File: src/hw/rtl/expert_replica_route_apply_defines.svh
// Assertion macros for the route-apply RTL.
`ifndef EXPERT_REPLICA_ROUTE_APPLY_DEFINES_SVH
`define EXPERT_REPLICA_ROUTE_APPLY_DEFINES_SVH
`ifndef ASSERT_OFF
// Check that is suspended while reset is asserted.
`define ERRA_CHECK(lbl, prop) lbl: assert property (@(posedge aclk) disable iff (!aresetn) \
    prop) else $error("%m: check failed");
// Check that also runs during reset.
`define ERRA_CHECK_RST(lbl, prop) lbl: assert property (@(posedge aclk) prop) \
    else $error("%m: reset check failed");
`else
`define ERRA_CHECK(lbl, prop)
`define ERRA_CHECK_RST(lbl, prop)
`endif
`endif

File: src/hw/rtl/erra_pkg.sv
`timescale 1ns / 1ps
package erra_pkg;

    localparam int ROUTES       = 1024;
    localparam int ROUTE_AW     = 10;
    localparam int TOKEN_W      = 8;
    localparam int EP_MAX       = 16;
    localparam int TOTAL_GROUPS = 32;
    localparam int SLOT_W       = 5;
    localparam int GROUP_AW     = TOKEN_W + SLOT_W;
    localparam int GROUPS       = 8192;
    localparam int QDEPTH       = 2;
    localparam int QAW          = 1;

    // Request kinds.
    localparam logic [1:0] OP_LOAD_ROUTE = 2'd0;
    localparam logic [1:0] OP_LOAD_COUNT = 2'd1;
    localparam logic [1:0] OP_APPLY      = 2'd2;
    localparam logic [1:0] OP_READ_COUNT = 2'd3;

    // Result status codes.
    localparam logic [1:0] ST_DONE     = 2'd0;
    localparam logic [1:0] ST_CUR_BAD  = 2'd1;
    localparam logic [1:0] ST_FULL     = 2'd2;
    localparam logic [1:0] ST_CAND_BAD = 2'd3;

    // Register indexes.
    localparam logic [2:0] REG_EP_SIZE   = 3'd0;
    localparam logic [2:0] REG_NUM_LVL   = 3'd1;
    localparam logic [2:0] REG_LVL_SIZE0 = 3'd2;
    localparam logic [2:0] REG_LVL_SIZE1 = 3'd3;
    localparam logic [2:0] REG_LVL_SIZE2 = 3'd4;
    localparam logic [2:0] REG_LVL_OFS0  = 3'd5;
    localparam logic [2:0] REG_LVL_OFS1  = 3'd6;
    localparam logic [2:0] REG_LVL_OFS2  = 3'd7;

    typedef struct packed {
        logic [4:0]      ep_size;
        logic [1:0]      num_levels;
        logic [2:0][4:0] level_size;
        logic [2:0][4:0] level_offset;
    } erra_cfg_t;

    typedef struct packed {
        logic [1:0]          op;
        logic [ROUTE_AW-1:0] route_index;
        logic [TOKEN_W-1:0]  token_id;
        logic [3:0]          rank;
        logic [31:0]         score;
        logic [31:0]         route_hash;
        logic [SLOT_W-1:0]   group_slot;
        logic [15:0]         count_value;
        logic [4:0]          ep;
        logic                rank_ok;
    } erra_cmd_t;

    typedef struct packed {
        logic [4:0]             rank;
        logic [31:0]            min_score;
        logic [4:0]             tie_count;
        logic [EP_MAX-1:0][4:0] ties;
    } erra_row_t;

    typedef struct packed {
        logic        start;
        logic [31:0] dividend;
        logic [4:0]  divisor;
        logic [5:0]  steps;
    } erra_div_req_t;

    typedef struct packed {
        logic       busy;
        logic       done;
        logic [3:0] quot;
        logic [4:0] rem;
    } erra_div_rsp_t;

    typedef struct packed {
        logic busy;
        logic pop;
    } erra_bstat_t;

endpackage

File: src/hw/rtl/erra_front.sv
`timescale 1ns / 1ps
module erra_front (
    input  logic [111:0]        s_tdata,
    input  logic [1:0]          s_tuser,
    input  erra_pkg::erra_cfg_t cfg,
    output erra_pkg::erra_cmd_t cmd
);
    import erra_pkg::*;

    logic [4:0] ep;

    // Clamp the rank count to 1..EP_MAX.
    always_comb begin
        if (cfg.ep_size == 5'd0) begin
            ep = 5'd1;
        end else if (cfg.ep_size > 5'(EP_MAX)) begin
            ep = 5'(EP_MAX);
        end else begin
            ep = cfg.ep_size;
        end
    end

    // Unpack the request and tag it with what the back end needs early.
    always_comb begin
        cmd.op          = s_tuser;
        cmd.route_index = s_tdata[9:0];
        cmd.token_id    = s_tdata[17:10];
        cmd.rank        = s_tdata[21:18];
        cmd.score       = s_tdata[53:22];
        cmd.route_hash  = s_tdata[85:54];
        cmd.group_slot  = s_tdata[90:86];
        cmd.count_value = s_tdata[106:91];
        cmd.ep          = ep;
        cmd.rank_ok     = {1'b0, s_tdata[21:18]} < ep;
    end

endmodule

File: config.mk
export PLATFORM = sky130hd
export DESIGN_NAME = erra_front
export DESIGN_NICKNAME = d
export VERILOG_FILES = /design/src/hw/rtl/expert_replica_route_apply_defines.svh /design/src/hw/rtl/erra_pkg.sv /design/src/hw/rtl/erra_front.sv
export SDC_FILE = /design/constraint.sdc
export NUM_CORES = 1
export LEC_CHECK = 0
export BUFFER_PORTS_ARGS = -buffer_cell sky130_fd_sc_hd__buf_2
export CAP_MARGIN = 20
export CORE_AREA = 3 3 102 104
export DETAILED_ROUTE_END_ITERATION = 16
export DIE_AREA = 0 0 105 107
export PLACE_DENSITY_LB_ADDON = 0.1
export REMOVE_ABC_BUFFERS = 1
export SLEW_MARGIN = 10
export SYNTH_ARGS = -nofsm -noshare
export SYNTH_HDL_FRONTEND = slang
export SYNTH_SLANG_ARGS = --single-unit
File: constraint.sdc
create_clock -name vclk -period 1.6
set_clock_uncertainty 0.2 [all_clocks]
set_input_delay 0.24 -clock vclk [all_inputs]
set_output_delay 0.24 -clock vclk [all_outputs]
set_load 0.02 [all_outputs]
==> results of run 1 <==
[area by class of cell]
type / count / area (um2)
fillers: 1171 / 9164
inverters: 3 / 11.26
multi-input cells: 16 / 142.6
well taps: 133 / 166.4
repair buffers: 24 / 155.1
[kinds of logic after synthesis]
logic type                 after synthesis  synth area share [%]
adders and majority gates                3                 3.958
buffers and inverters                  113                 87.86
and+or+nand+nor                         11                 6.465
AOI/OAI and AO/OA                        2                 1.714
[power breakdown]
| group | switching [mW] | total [mW] | leakage [nW] | internal [mW] |
|---|---|---|---|---|
| Clock | 0 | 0 | 0 | 0 |
| Combinational | 0.0564 | 0.107 | 0.189 | 0.0505 |
| Sequential | 0 | 0 | 0 | 0 |
[what timing repair did]
| item | in CTS | in global routing |
|---|---|---|
| pin swaps | 3 | 0 |
| setup buffers | 1 | 0 |
| endpoints found under the setup margin | 1 | 2 |
| gates resized for setup | 8 | 2 |
[synth_stat cells]
| master | n | share of area (%) |
|---|---|---|
| inv_1 | 3 | 1.2 |
| clkbuf_1 | 1 | 0.40 |
| nor2_1 | 2 | 0.79 |
| buf_4 | 109 | 86 |
| or2b_1 | 1 | 0.79 |
| nor3_1 | 1 | 0.53 |
| nand3_1 | 1 | 0.53 |
| ha_1 | 3 | 4.0 |
| or4_1 | 1 | 0.79 |
| a221o_2 | 1 | 1.2 |
| a21oi_1 | 1 | 0.53 |
| nor2b_1 | 1 | 0.66 |
| nand2b_1 | 3 | 2.0 |
| nand2_1 | 1 | 0.40 |
[path summary, 6_finish.rpt]
check             slack, ns      end         from  cells past startpoint
setup / recovery      -0.28   cmd[0]      cfg[36]                      6
hold / removal         0.28  cmd[97]  s_tdata[12]                      0
[metrics by stage]
stage	worst slack [ns]	hold slack (ns)
6_report	-0.2816	0.2801
5_1_grt	-0.3155	0.2801
4_1_cts	-0.2790	0.2807
3_5_place_dp	-0.3932	0.2807
3_3_place_gp	-0.3627	0.2807
2_1_floorplan	-0.09077	0.2800
[layer usage]
layer | vias to the layer above | track usage, % | routed length, um
met1 | 139 | 2.756 | 637
met3 | 36 | 18.72 | 2416
met5 | - | 0 | 0
met4 | 0 | 14.81 | 1091
met2 | 192 | 51.79 | 8527
li1 | 115 | - | -
==> impl_metrics.py, run 1 <==
metrics = {
    "outcome": {
        "outcome": "finished, violations left",
        "failed_checks": "setup timing",
    },
    "layout": {
        "postLayoutCellArea_um2": 475.5,
        "layout.core_utilization_pct": 4.933,
        "final_non_filler_cell_total": 176,
        "clockBufferCount": 0,
        "syn_to_final_growth_pct": -49.87,
        "layout.cells.most_common": "buf_2",
        "sequential_cell_total": 0,
        "register_area_um2": 0,
        "final_layout_size_suffix_gt1_share_pct": 67.44,
        "number_of_inserted_diodes": 0,
        "mostFrequentLayoutCells": "16 x buf_2, 5 x buf_4, 3 x inv_1",
        "design.final.nets": 199,
    },
    "global_route": {
        "grt_max_degree": 6,
        "number_of_global_route_vias_before_repair": 440,
        "grt_antenna_before_repair": 0,
        "grt_first_pass_wirelength_mm": 13.84,
        "globalRouteOverflowTotal": 0,
        "gr-usage-all-layers_pct": 21.26,
    },
    "routing": {
        "detail_route.wirelength_mm": 12.67,
        "remaining_drc_errors": 0,
        "ant_nets": 0,
        "routed_wire_length_per_instance_um": 72.01,
        "drt_pass1_iterations": 4,
        "viasPerCell": 2.739,
        "first_iter_violations": 54,
        "via_count": 482,
    },
    "critical_path": {
        "critPathMaxFanout": 5,
        "worst_setup_path_start_kind": "input pin",
        "arrival_ns": 1.44,
        "crit_path_end_kind": "primary output",
        "worst-path-buf-inv": 2,
        "cp_top_family": "compound AO/OA/AOI/OAI gates",
        "setup.worst_path.class": "in -> out",
        "crit_chain": "buf_8 > or2b_1 > ha_1 > nand3_1 > a221o_2 > buf_6",
        "worstPathRequired_ns": 1.16,
        "critPathMaxStageDelay_ns": 0.38,
        "cpMaxStageDelayCell": "a221o_2",
    },
    "floorplan": {
        "fp.coreArea_um2": 9639,
        "die_height_um": 107,
        "pin_count": 266,
        "die_x_um": 105,
        "initial_utilization_pct": 9.839,
        "placementRows": 36,
        "die_area_um2": 11240,
    },
    "sta": {
        "timing.final.hold_violations": 0,
        "highest_clock_rate_mhz": 531.5,
        "setup-tns-final_ns": -0.2816,
        "final.min_clock_period_ns": 1.882,
        "worst-slew-pin-transition_ns": 0.1585,
        "post_route_clock_period_utilization_pct": 117.6,
        "rsz0062_at_grt": "yes",
        "final.setup.worst_slack_ns": -0.2816,
        "slew_headroom_pct": 89.44,
        "finalMaxSlewViolations": 0,
        "report.final.setup_viol": 1,
    },
    "logic_synthesis": {
        "post_synth_instance_area_um2": 948.4,
        "ys_warn_count": 0,
        "avgSynthCellArea_um2": 7.352,
        "synth.lib_cells_used.distinct": 14,
        "synth-seq-area-share_pct": 0,
        "synthCells": 129,
    },
    "hold_path": {
        "timing.hold.worst.class": "in -> out",
    },
    "pwr": {
        "power.leakage_nw": 0.1886,
        "p_per_area_nw_per_um2": 224.9,
        "vdd_drop_max_mv": 0.05872,
        "p_total_uw": 106.9,
    },
    "placement": {
        "place_congestion": 1.014,
        "placedCellCount": 175,
        "place_area_um2": 417.9,
        "place.port_buffers": 19,
        "dpl.hpwl_mm": 12.38,
    },
    "clock_tree": {
        "cts_hold_buffers_added": 0,
    },
    "job": {
        "max_cap_viol_count": 0,
    },
}
(Power assumes the default switching activity.)
==> run 2: changes to the inputs <==
BUFFER_PORTS_ARGS = -buffer_cell sky130_fd_sc_hd__buf_4   (was -buffer_cell sky130_fd_sc_hd__buf_2)
SETUP_SLACK_MARGIN = 0.02   (was unset)
==> run 2 against run 1 <==
The flow still finishes with violations (setup timing). Cell area increased by 12%. Global-route usage decreased by 0.10 points. Routed wire length decreased by 0.18%. Die area unchanged. Largest power group unchanged. Sequential share of layout area unchanged. Combinational power increased by 18%.
==> impl_metrics.py, run 2 (synthesis results as in run 1) <==
metrics = {
    "critical_path": {
        "critPathMaxStageDelay_ns": 0.35,
        "worst_setup_path_start_kind": "input pin",
        "cpMaxStageDelayCell": "a221o_2",
        "setup.worst_path.class": "in -> out",
        "crit_chain": "buf_8 > or2b_1 > ha_1 > nand3_2 > a221o_2 > buf_6",
        "worstPathRequired_ns": 1.16,
        "crit_path_end_kind": "primary output",
        "arrival_ns": 1.44,
        "critPathMaxFanout": 5,
    },
    "sta": {
        "setup-tns-final_ns": -0.2785,
        "timing.final.hold_violations": 0,
        "worst-slew-pin-transition_ns": 0.1481,
        "rsz0062_at_grt": "yes",
        "hold_ws_ns": 0.2801,
        "final.min_clock_period_ns": 1.879,
        "final.setup.worst_slack_ns": -0.2785,
        "highest_clock_rate_mhz": 532.3,
        "post_route_clock_period_utilization_pct": 117.4,
        "finalMaxSlewViolations": 0,
        "slew_headroom_pct": 90.05,
        "report.final.setup_viol": 1,
    },
    "placement": {
        "placedCellCount": 175,
        "place_area_um2": 465.4,
        "post-place-ws_ns": -0.3747,
        "dpl.hpwl_mm": 12.41,
        "place.port_buffers": 19,
        "place_congestion": 1.024,
    },
    "routing": {
        "via_count": 477,
        "first_iter_violations": 37,
        "drt_pass1_iterations": 4,
        "viasPerCell": 2.695,
        "routed_wire_length_per_instance_um": 71.47,
        "remaining_drc_errors": 0,
        "ant_nets": 0,
        "detail_route.wirelength_mm": 12.65,
    },
    "global_route": {
        "gr-usage-all-layers_pct": 21.16,
        "number_of_global_route_vias_before_repair": 391,
        "grt_first_pass_wirelength_mm": 13.72,
        "globalRouteOverflowTotal": 0,
        "grt_antenna_before_repair": 0,
        "grt_max_degree": 6,
    },
    "floorplan": {
        "die_x_um": 105,
        "pin_count": 266,
        "fp.coreArea_um2": 9639,
        "die_area_um2": 11240,
        "initial_utilization_pct": 9.839,
        "die_height_um": 107,
        "placementRows": 36,
    },
    "pwr": {
        "power.leakage_nw": 0.2063,
        "p_total_uw": 125.6,
        "p_per_area_nw_per_um2": 235.6,
        "vdd_drop_max_mv": 0.04093,
    },
    "layout": {
        "syn_to_final_growth_pct": -43.80,
        "layout.core_utilization_pct": 5.530,
        "number_of_inserted_diodes": 0,
        "clockBufferCount": 0,
        "postLayoutCellArea_um2": 533.0,
        "layout.cells.most_common": "buf_4",
        "mostFrequentLayoutCells": "21 x buf_4, 3 x buf_6, 2 x inv_1, 2 x nand2b_1, 2 x ha_1",
        "fillCellCount": 1176,
        "sequential_cell_total": 0,
        "multi_input_gate_area_in_the_final_layout_um2": 146.4,
        "final_non_filler_cell_total": 177,
        "final_layout_size_suffix_gt1_share_pct": 72.73,
        "design.final.nets": 200,
        "register_area_um2": 0,
    },
    "hold_path": {
        "min_delay_path_depth": 0,
        "timing.hold.worst.class": "in -> out",
    },
    "outcome": {
        "outcome": "finished, violations left",
        "failed_checks": "setup timing",
    },
    "job": {
        "max_cap_viol_count": 0,
    },
}
[run 2: final cells by class]
cell class	instances	area share, %
multi-input combinational	16	27.46
tap	133	31.22
timing repair buffer	25	38.73
inverter	3	2.582
[run 2: metal layers]
metal	share of wire [%]	track usage, %
met1	5.0	2.611
met2	68	52.34
met3	19	18.84
met4	8.3	13.12
met5	0	0
[run 2: critical path, delay by kind of cell]
family                     cells  cell delay (ns)
buffers and inverters          2             0.24
adders and majority gates      1             0.30
AOI/OAI and AO/OA              1             0.35
and+or+nand+nor                2             0.31
[run 2: path summary, 6_finish.rpt]
check	startpoint	endpoint
worst max-delay path	cfg[36]	cmd[0]
worst min-delay path	s_tdata[13]	cmd[98]
[run 2: what timing repair did]
item                       4_1_cts  5_1_grt
pin swaps                        3        2
setup endpoints to repair        1        2
resized for setup                6        6
hold buffers                     0        0
setup buffers                    1        1
[run 2: report_power, final]
part / switching, mW / internal [mW] / leakage [nW]
clock network: 0 / 0 / 0
logic: 0.0591 / 0.0665 / 0.206
registers: 0 / 0 / 0
