--- src/hw/rtl/expert_replica_route_apply_defines.svh ---
// Assertion macros for the route-apply RTL.
`ifndef EXPERT_REPLICA_ROUTE_APPLY_DEFINES_SVH
`define EXPERT_REPLICA_ROUTE_APPLY_DEFINES_SVH
`ifndef ASSERT_OFF
// Check that is suspended while reset is asserted.
`define ERRA_CHECK(lbl, prop) lbl: assert property (@(posedge aclk) disable iff (!aresetn) \
    prop) else $error("%m: check failed");
// Check that also runs during reset.
`define ERRA_CHECK_RST(lbl, prop) lbl: assert property (@(posedge aclk) prop) \
    else $error("%m: reset check failed");
`else
`define ERRA_CHECK(lbl, prop)
`define ERRA_CHECK_RST(lbl, prop)
`endif
`endif

--- src/hw/rtl/erra_pkg.sv ---
`timescale 1ns / 1ps
package erra_pkg;

    localparam int ROUTES       = 1024;
    localparam int ROUTE_AW     = 10;
    localparam int TOKEN_W      = 8;
    localparam int EP_MAX       = 16;
    localparam int TOTAL_GROUPS = 32;
    localparam int SLOT_W       = 5;
    localparam int GROUP_AW     = TOKEN_W + SLOT_W;
    localparam int GROUPS       = 8192;
    localparam int QDEPTH       = 2;
    localparam int QAW          = 1;

    // Request kinds.
    localparam logic [1:0] OP_LOAD_ROUTE = 2'd0;
    localparam logic [1:0] OP_LOAD_COUNT = 2'd1;
    localparam logic [1:0] OP_APPLY      = 2'd2;
    localparam logic [1:0] OP_READ_COUNT = 2'd3;

    // Result status codes.
    localparam logic [1:0] ST_DONE     = 2'd0;
    localparam logic [1:0] ST_CUR_BAD  = 2'd1;
    localparam logic [1:0] ST_FULL     = 2'd2;
    localparam logic [1:0] ST_CAND_BAD = 2'd3;

    // Register indexes.
    localparam logic [2:0] REG_EP_SIZE   = 3'd0;
    localparam logic [2:0] REG_NUM_LVL   = 3'd1;
    localparam logic [2:0] REG_LVL_SIZE0 = 3'd2;
    localparam logic [2:0] REG_LVL_SIZE1 = 3'd3;
    localparam logic [2:0] REG_LVL_SIZE2 = 3'd4;
    localparam logic [2:0] REG_LVL_OFS0  = 3'd5;
    localparam logic [2:0] REG_LVL_OFS1  = 3'd6;
    localparam logic [2:0] REG_LVL_OFS2  = 3'd7;

    typedef struct packed {
        logic [4:0]      ep_size;
        logic [1:0]      num_levels;
        logic [2:0][4:0] level_size;
        logic [2:0][4:0] level_offset;
    } erra_cfg_t;

    typedef struct packed {
        logic [1:0]          op;
        logic [ROUTE_AW-1:0] route_index;
        logic [TOKEN_W-1:0]  token_id;
        logic [3:0]          rank;
        logic [31:0]         score;
        logic [31:0]         route_hash;
        logic [SLOT_W-1:0]   group_slot;
        logic [15:0]         count_value;
        logic [4:0]          ep;
        logic                rank_ok;
    } erra_cmd_t;

    typedef struct packed {
        logic [4:0]             rank;
        logic [31:0]            min_score;
        logic [4:0]             tie_count;
        logic [EP_MAX-1:0][4:0] ties;
    } erra_row_t;

    typedef struct packed {
        logic        start;
        logic [31:0] dividend;
        logic [4:0]  divisor;
        logic [5:0]  steps;
    } erra_div_req_t;

    typedef struct packed {
        logic       busy;
        logic       done;
        logic [3:0] quot;
        logic [4:0] rem;
    } erra_div_rsp_t;

    typedef struct packed {
        logic busy;
        logic pop;
    } erra_bstat_t;

endpackage

--- src/hw/rtl/erra_queue.sv ---
`timescale 1ns / 1ps
module erra_queue (
    input  logic                aclk,
    input  logic                aresetn,
    input  logic                push,
    input  erra_pkg::erra_cmd_t push_data,
    input  logic                pop,
    output erra_pkg::erra_cmd_t pop_data,
    output logic                full,
    output logic                empty,
    output logic [1:0]          count
);
    import erra_pkg::*;

    erra_cmd_t          mem_reg [QDEPTH];
    logic [QAW-1:0]     wp_reg, rp_reg;
    logic [1:0]         cnt_reg;

    // Pointer and fill bookkeeping.
    always_ff @(posedge aclk) begin
        if (!aresetn) begin
            wp_reg  <= '0;
            rp_reg  <= '0;
            cnt_reg <= 2'd0;
        end else begin
            if (push) begin
                wp_reg <= wp_reg + 1'b1;
            end
            if (pop) begin
                rp_reg <= rp_reg + 1'b1;
            end
            cnt_reg <= cnt_reg + 2'(push) - 2'(pop);
        end
    end

    // Entry storage.
    always_ff @(posedge aclk) begin
        if (push) begin
            mem_reg[wp_reg] <= push_data;
        end
    end

    assign pop_data = mem_reg[rp_reg];
    assign full     = cnt_reg == 2'(QDEPTH);
    assign empty    = cnt_reg == 2'd0;
    assign count    = cnt_reg;

endmodule

--- config.mk ---
export PLATFORM = sky130hd
export DESIGN_NAME = erra_queue
export DESIGN_NICKNAME = d
export VERILOG_FILES = /design/src/hw/rtl/expert_replica_route_apply_defines.svh /design/src/hw/rtl/erra_pkg.sv /design/src/hw/rtl/erra_queue.sv
export SDC_FILE = /design/constraint.sdc
export NUM_CORES = 1
export LEC_CHECK = 0
export BUFFER_PORTS_ARGS = -buffer_cell sky130_fd_sc_hd__clkbuf_2
export CAP_MARGIN = 0
export CORE_MARGIN = 4
export CORE_UTILIZATION = 47
export DETAILED_ROUTE_END_ITERATION = 6
export PLACE_DENSITY_LB_ADDON = 0.1
export RECOVER_POWER = 25
export SLEW_MARGIN = 5
export SYNTH_ARGS = -nofsm -noshare
export SYNTH_HDL_FRONTEND = slang
export SYNTH_SLANG_ARGS = --single-unit
export TNS_END_PERCENT = 10
--- constraint.sdc ---
create_clock -name aclk -period 6.14 [get_ports aclk]
set_input_delay 0.614 -clock aclk [delete_from_list [all_inputs] [get_ports aclk]]
set_output_delay 0.614 -clock aclk [all_outputs]
set_load 0.02 [all_outputs]
==> impl_metrics.tcl, run 1 <==
set metrics [dict create \
    outcome "finished clean" \
    finalCritPeriodShare_pct 50.6 \
    num_antenna_cells 0 \
    tightest_slew_ns 0.921 \
    die_width_um 144 \
    syn-cell-area_um2 8720 \
    synth.distinct_cells 14 \
    grt_util_met3_pct 5.36 \
    synth_area_leader_cell "edfxtp_1" \
    max_freq_mhz 322 \
    ctsResizeCount 0 \
    design_area_um2 10800 \
    placed_area_um2 10100 \
    drt-pass1-iter-count 4 \
    ant_nets 0 \
    grt.met2_usage_pct 24.9 \
    cts_setup_buffers 0 \
    final_common_cell "edfxtp_1" \
    slew_headroom_pct 38.6 \
    dp_cells 837 \
    cts-root-buf "clkbuf_16" \
    grt_setup_unrepaired "no" \
    final_layout_size_suffix_gt1_share_pct 51.8 \
    ys_warn_count 0 \
    worstPathMaxFanout 52 \
    die-area_um2 20800 \
    start_util_pct 48.2 \
    cp-start-kind "register" \
    seq_area_frac_synth_pct 80.3 \
    maxCapViolCount 0 \
    h-tree-depth 1 \
    largest_register_ffs 230 \
    drt_iter0_markers 233 \
    seqPwrFrac_pct 50.9 \
    finalNonFillerCells 881 \
    grt.overflow.total 0 \
    p_clk_share_pct 37.0 \
    cts_tree "done" \
    antenna_found_initial 0 \
    vias_per_cell 4.90 \
    first_global_vias 4628 \
    ir_drop_v 0.000242 \
    p_sw_w 0.000829 \
    fin_crit_ns 3.11 \
    clk_latency_ns 0.49 \
    cellInternalPower_w 0.00287 \
    final_hold_viol_count 0 \
    setup_viol_count_final 0 \
    io_pins 238 \
    io_buffers 237 \
    nFillCells 1402 \
    grt.total_usage_pct 14.8 \
    wl_per_cell_um 18.1 \
    yosys-top-cells-area "edfxtp_1 79%, mux2_4 8.6%, mux2_2 8.4%, dfxtp_1 1.1%, buf_6 0.90%" \
    arrival_ns 2.49 \
    gp_congestion 0.751 \
    cts_made_buffers 24 \
    p_comb_share_pct 12.1 \
    syn_inst 379 \
    setup_tns_ns 0 \
    gr-max-usage-layer "met2" \
    hold_path_class "input port to register" \
    die_y_um 144 \
    leakage_nw 4.11 \
    hold_buffers 0 \
    fp-row-count 49 \
    holdWs_ns 0.308 \
    clk_pin_slew_ns 0.06 \
    use_met1_pct 18.2 \
    synth_top_cell_area_share_pct 79.2 \
    synth_nets 500 \
    slew_viol_final 0 \
    powerDensity_nw_per_um2 342 \
    dp_hpwl_um 10700 \
    totalWireLength_um 16000 \
    grt_pass1_wl_um 23800 \
    grt_max_degree 65 \
    p_sw_share_pct 22.4 \
    syn_avg_cell_area_um2 23.0 \
    final_core_util_pct 59.9 \
    drc 0 \
    num-nets-final 755 \
    cp-end-kind "output port" \
    ys_seq_elements 235 \
    skew_ns 0.00854 \
    syn2layout_area_growth_pct 24.1 \
    vias 4319 \
    crit_type "register to output port" \
    clkSinkCount 235 \
    crit_required_ns 5.53 \
    coreArea_um2 18100 \
    clock_path_buffers 3 \
    layout_common_cells "230 x edfxtp_1, 184 x clkbuf_2, 65 x mux2_2" \
]
[critical path, stage by stage (launching register included)]
cell and delay [ns]:
dfxtp_4 0.59, buf_4 0.79, mux2_2 0.43, clkbuf_2 0.16
[per-layer routing]
layer  wire, µm  share of wire (%)  vias up
met5          0                  0        -
met4        337                2.1        0
met3       1580                9.9       28
met2       7700                 48      175
met1       6370                 40     2099
li1           -                  -     2017
[synth_stat cells]
library cell / instances
and2_1: 4
buf_2: 6
buf_6: 7
dfxtp_1: 5
edfxtp_1: 230
ha_1: 2
inv_1: 2
mux2_2: 65
mux2_4: 50
nor2_1: 1
nor2b_1: 4
o21a_1: 1
xnor3_1: 1
xor2_1: 1
[through the flow]
step	setup slack, ns	power, W
after floorplan	2.07	0.00222
after global placement	3.51	0.00237
after detailed placement	3.48	0.00238
after CTS	2.96	0.00376
after global routing	2.87	0.00386
final	3.03	0.00370
[cells by family (layout without fill, tap and decap cells)]
group / after synthesis / count (layout) / share of synthesized area [%]
and+or+nand+nor: 9 / 9 / 0.617
muxes: 115 / 115 / 17.0
buffers and inverters: 15 / 288 / 1.33
AOI/OAI and AO/OA: 1 / 1 / 0.0861
DFF: 235 / 235 / 80.3
adders and majority gates: 2 / 2 / 0.287
xor gates and xnor gates: 2 / 2 / 0.359
[layout make-up]
class	count	area [µm²]	area share (%)
Inverter	2	7.51	0.0693
Tap cell	229	287	2.65
Multi-Input combinational cell	129	1610	14.9
Sequential cell	235	7010	64.8
Timing Repair Buffer	242	1160	10.7
Clock inverter	11	98.8	0.913
Clock buffer	33	656	6.06
[worst paths after layout]
check                           depth (start not counted)  slack, ns                        to           startpoint
worst max-delay path                                    3       3.03              pop_data[23]             register
worst min-delay path                                    1       0.31  mem_reg[1][87]$_DFFE_PP_        push_data[87]
worst min register to register                          2       0.58                  register  rp_reg$_SDFFE_PN0P_
worst max register to register                          2       3.87  mem_reg[1][90]$_DFFE_PP_  wp_reg$_SDFFE_PN0P_
[power groups by stage]
stage	clock, W	combinational [W]	sequential (W)
after CTS	0.00141	0.000460	0.00189
after global routing	0.00149	0.000480	0.00189
after global placement	0	0.000453	0.00191
final	0.00137	0.000448	0.00188
after detailed placement	0	0.000459	0.00192
after floorplan	0	0.000305	0.00191
(Power assumes the default switching activity.)
==> run 2, diff against run 1 <==
--- a/config.mk
+++ b/config.mk
@@ -8,7 +8,7 @@
 export BUFFER_PORTS_ARGS = -buffer_cell sky130_fd_sc_hd__clkbuf_2
 export CAP_MARGIN = 0
 export CORE_MARGIN = 4
-export CORE_UTILIZATION = 47
+export CORE_UTILIZATION = 50
 export DETAILED_ROUTE_END_ITERATION = 6
 export PLACE_DENSITY_LB_ADDON = 0.1
 export RECOVER_POWER = 25
==> constraint.sdc (replaced) <==
create_clock -name aclk -period 2.9 [get_ports aclk]
set_input_delay 0.29 -clock aclk [delete_from_list [all_inputs] [get_ports aclk]]
set_output_delay 0.29 -clock aclk [all_outputs]
set_load 0.02 [all_outputs]
==> impl_metrics.tcl, run 2 (same netlist as run 1, synthesis figures left out) <==
set metrics [dict create \
    first_global_vias 5164 \
    powerDensity_nw_per_um2 663 \
    p_sw_share_pct 22.6 \
    final_core_util_pct 70.1 \
    totalWireLength_um 17100 \
    drt-pass1-iter-count 4 \
    setup_viol_count_final 0 \
    p_comb_share_pct 13.6 \
    tightest_slew_ns 0.797 \
    grt_max_degree 60 \
    final_hold_viol_count 0 \
    vias_per_cell 4.79 \
    max_freq_mhz 427 \
    drt_iter0_markers 162 \
    clk_pin_slew_ns 0.06 \
    cts_made_buffers 24 \
    h-tree-depth 1 \
    finalCritPeriodShare_pct 80.8 \
    io_pins 238 \
    gp_congestion 0.759 \
    largest_register_ffs 230 \
    power_w 0.00799 \
    die-area_um2 19600 \
    die_width_um 140 \
    start_util_pct 50.8 \
    p_clk_share_pct 36.4 \
    ir_drop_v 0.000546 \
    cts-root-buf "clkbuf_16" \
    final_common_cell "edfxtp_1" \
    coreArea_um2 17200 \
    seqPwrFrac_pct 50.0 \
    slew_headroom_pct 46.9 \
    cts_tree "done" \
    maxCapViolCount 0 \
    die_y_um 140 \
    clkSinkCount 235 \
    multi_input_area_um2 1610 \
    dp_hpwl_um 10800 \
    drc 0 \
    cellInternalPower_w 0.00618 \
    hold_path_class "input port to register" \
    crit_type "register to output port" \
    wl_per_cell_um 17.1 \
    syn2layout_area_growth_pct 38.1 \
    io_buffers 237 \
    grt_setup_unrepaired "no" \
    fp-row-count 48 \
    cp-start-kind "register" \
    ctsResizeCount 0 \
    leakage_nw 4.64 \
    crit_required_ns 2.61 \
    skew_ns 0.00814 \
    cts_setup_buffers 0 \
    regArea_um2 7010 \
    final_layout_size_suffix_gt1_share_pct 45.4 \
    antenna_found_initial 0 \
    outcome "finished clean" \
    nFillCells 1172 \
    grt.overflow.total 0 \
    vias 4766 \
    clk_latency_ns 0.50 \
    slew_viol_final 0 \
    layout_common_cells "230 x edfxtp_1, 192 x clkbuf_2, 115 x dlygate4sd3_1" \
    grt_pass1_wl_um 27000 \
    fin_crit_ns 2.34 \
    num-nets-final 872 \
    setup_tns_ns 0 \
    finalNonFillerCells 995 \
    p_sw_w 0.00181 \
    grt.total_usage_pct 17.2 \
    clock_path_buffers 3 \
    arrival_ns 2.05 \
    ant_nets 0 \
    hold_buffers 115 \
    dp_cells 835 \
    cp-end-kind "output port" \
    worstPathMaxFanout 24 \
]
==> run 2: layer usage <==
| layer | up-vias | part of all wire [%] | global-route usage [%] |
|---|---|---|---|
| met2 | 182 | 50 | 28.8 |
| met5 | - | 0 | 0 |
| met3 | 27 | 8.3 | 5.33 |
| met1 | 2300 | 40 | 22.1 |
| met4 | 0 | 1.9 | 4.54 |
| li1 | 2257 | - | - |
==> run 2: power groups by stage <==
stage / logic (W) / registers, W / clock network, W
after floorplan: 0.000647 / 0.00405 / 0
after global placement: 0.000956 / 0.00406 / 0
after detailed placement: 0.000975 / 0.00407 / 0
after CTS: 0.00111 / 0.00400 / 0.00300
after global routing: 0.00116 / 0.00401 / 0.00317
final: 0.00109 / 0.00399 / 0.00291
==> run 2: final timing paths <==
kind | slack, ns | start | to | depth (start not counted)
worst max-delay path | 0.56 | register | pop_data[1] | 3
worst min-delay path | 0.05 | aresetn | wp_reg$_SDFFE_PN0P_ | 2
worst max register to register | 1.22 | wp_reg$_SDFFE_PN0P_ | mem_reg[1][111]$_DFFE_PP_ | 2
worst min register to register | 0.58 | rp_reg$_SDFFE_PN0P_ | register | 2
==> run 2: per-stage QoR <==
stage | worst slack (ns) | hold WS (ns) | instance area (µm²)
floorplan | -0.614 | 0.389 | 8730
global placement | 1.11 | 0.478 | 10200
detailed placement | 1.05 | 0.483 | 10200
CTS | 0.508 | 0.0375 | 12100
global route | 0.443 | 0.0391 | 12000
finish | 0.557 | 0.0521 | 12000
==> run 2: worst max-delay path: stages (launching register included) <==
cell,delay [ns]
dfxtp_4,0.62
buf_4,0.37
mux2_2,0.39
clkbuf_2,0.16
==> run 2: final cells by class <==
| type | count | share of cell area (%) |
|---|---|---|
| diodes | 1 | 0.0208 |
| clock buffers | 28 | 5.29 |
| clock inverters | 16 | 1.03 |
| inverters | 2 | 0.0623 |
| multi-input cells | 129 | 13.4 |
| flip-flops and latches | 235 | 58.2 |
| well taps | 225 | 2.34 |
| repair buffers | 359 | 19.7 |
==> run 3, diff against run 2 <==
==> constraint.sdc (replaced) <==
create_clock -name aclk -period 2.35 [get_ports aclk]
set_input_delay 0.235 -clock aclk [delete_from_list [all_inputs] [get_ports aclk]]
set_output_delay 0.235 -clock aclk [all_outputs]
set_load 0.02 [all_outputs]
==> impl_metrics.tcl, run 3 (same netlist as run 1, synthesis figures left out) <==
set metrics [dict create \
    outcome "finished clean" \
    totalWireLength_um 17300 \
    final_layout_size_suffix_gt1_share_pct 45.9 \
    num_antenna_cells 0 \
    design_area_um2 12100 \
    ctsResizeCount 0 \
    drt-pass1-iter-count 4 \
    final_core_util_pct 70.6 \
    grt_max_degree 59 \
    ant_nets 0 \
    arrival_ns 1.92 \
    gp_congestion 0.748 \
    cp-start-kind "register" \
    nFillCells 1166 \
    vias 4841 \
    powerDensity_nw_per_um2 817 \
    h-tree-depth 1 \
    final_common_cell "edfxtp_1" \
    slew_viol_final 0 \
    antenna_found_initial 0 \
    finalCritPeriodShare_pct 91.5 \
    grt_setup_unrepaired "no" \
    slowest_delay_ns 0.58 \
    cts_tree "done" \
    leakage_nw 4.69 \
    max_freq_mhz 465 \
    first_global_vias 5233 \
    ir_drop_v 0.000655 \
    hold_path_class "input port to register" \
    wl_per_cell_um 17.3 \
    placed_area_um2 10300 \
    vias_per_cell 4.84 \
    die_width_um 140 \
    slew_headroom_pct 73.2 \
    crit_path_cell_trace "buf_4 > mux2_2 > clkbuf_2" \
    grt.overflow.total 0 \
    cp-end-kind "output port" \
    syn2layout_area_growth_pct 39.1 \
    fin_crit_ns 2.15 \
    start_util_pct 50.8 \
    io_buffers 237 \
    worstPathMaxFanout 21 \
    tightest_slew_ns 0.401 \
    clock_path_buffers 3 \
    drc 0 \
    clk_latency_ns 0.49 \
    layout_common_cells "230 x edfxtp_1, 193 x clkbuf_2, 116 x dlygate4sd3_1" \
    grt_pass1_wl_um 27100 \
    cts-root-buf "clkbuf_16" \
    cp_top_family "flip-flops" \
    cts_setup_buffers 0 \
    crit_type "register to output port" \
    grt.total_usage_pct 17.4 \
    crit_slowest_cell "dfxtp_4" \
    fp-row-count 48 \
    largest_register_ffs 230 \
    skew_ns 0.00452 \
    io_pins 238 \
    coreArea_um2 17200 \
    holdWs_ns 0.103 \
    drt_iter0_markers 199 \
    dp_hpwl_um 11300 \
    setup_viol_count_final 0 \
    die_y_um 140 \
    critPathBufInv 2 \
    final_hold_viol_count 0 \
    crit_required_ns 2.12 \
    clkSinkCount 235 \
    die-area_um2 19600 \
    maxCapViolCount 0 \
    clk_pin_slew_ns 0.06 \
    num-nets-final 878 \
    cts_made_buffers 24 \
]
==> run 3: cell count changes in the layout (fill, tap and decap cells not counted) <==
cell           change
clkinv_1           -5
diode_2            -1
clkbuf_8           +1
dfxtp_2            +1
dlygate4sd3_1      +1
dfxtp_1            -1
clkinvlp_4         -2
clkbuf_2           +1
buf_4              +2
clkinv_2           +1
clkbuf_1           +4
buf_12             +3
==> run 3: path summary, 6_finish.rpt <==
check             cells after the start                       end  slack (ns)           startpoint
setup / recovery                      3              pop_data[31]        0.20             register
hold / removal                        3                  register        0.10                  pop
setup reg to reg                      2  mem_reg[1][36]$_DFFE_PP_        0.91  wp_reg$_SDFFE_PN0P_
hold reg to reg                       2                  register        0.58  rp_reg$_SDFFE_PN0P_
==> run 3: tightest hold or removal path, delay by kind of cell <==
| family | cells | cell delay (ns) |
|---|---|---|
| AND/OR/NAND/NOR | 1 | 0.15 |
| XOR/XNOR | 1 | 0.07 |
| buffers and inverters | 1 | 0.11 |
==> run 3: what timing repair did <==
action | CTS | global route
setup endpoints to repair | 0 | 0
hold buffers | 116 | 0
endpoints found under the hold margin | 231 | 0
==> run 3: per-layer routing <==
metal / vias up / track usage [%] / part of all wire [%]
met5: - / 0 / 0
li1: 2259 / - / -
met2: 182 / 31.0 / 52
met4: 0 / 4.08 / 1.4
met1: 2377 / 21.9 / 40
met3: 23 / 4.06 / 6.7
==> run 3: per-stage QoR <==
stage / total power [W] / worst slack, ns / instances / setup TNS (ns)
2_1_floorplan: 0.00579 / -0.105 / 379 / -12.11
3_3_place_gp: 0.00621 / 0.710 / 840 / 0
3_5_place_dp: 0.00625 / 0.682 / 840 / 0
4_1_cts: 0.0100 / 0.150 / 1000 / 0
5_1_grt: 0.0103 / 0.110 / 1000 / 0
6_report: 0.00991 / 0.200 / 1000 / 0
==> run 3: power by group <==
group	internal, W	switching, W
logic	0.000651	0.000722
registers	0.00485	0.0000744
clock network	0.00220	0.00142
==> run 3: cell type report <==
type / instances / area, µm² / share of cell area (%)
Clock buffer: 34 / 669 / 5.52
Clock inverter: 10 / 95.1 / 0.784
Inverter: 2 / 7.51 / 0.0619
Multi-Input combinational cell: 129 / 1610 / 13.3
Sequential cell: 235 / 7010 / 57.8
Tap cell: 225 / 282 / 2.32
Timing Repair Buffer: 365 / 2460 / 20.3
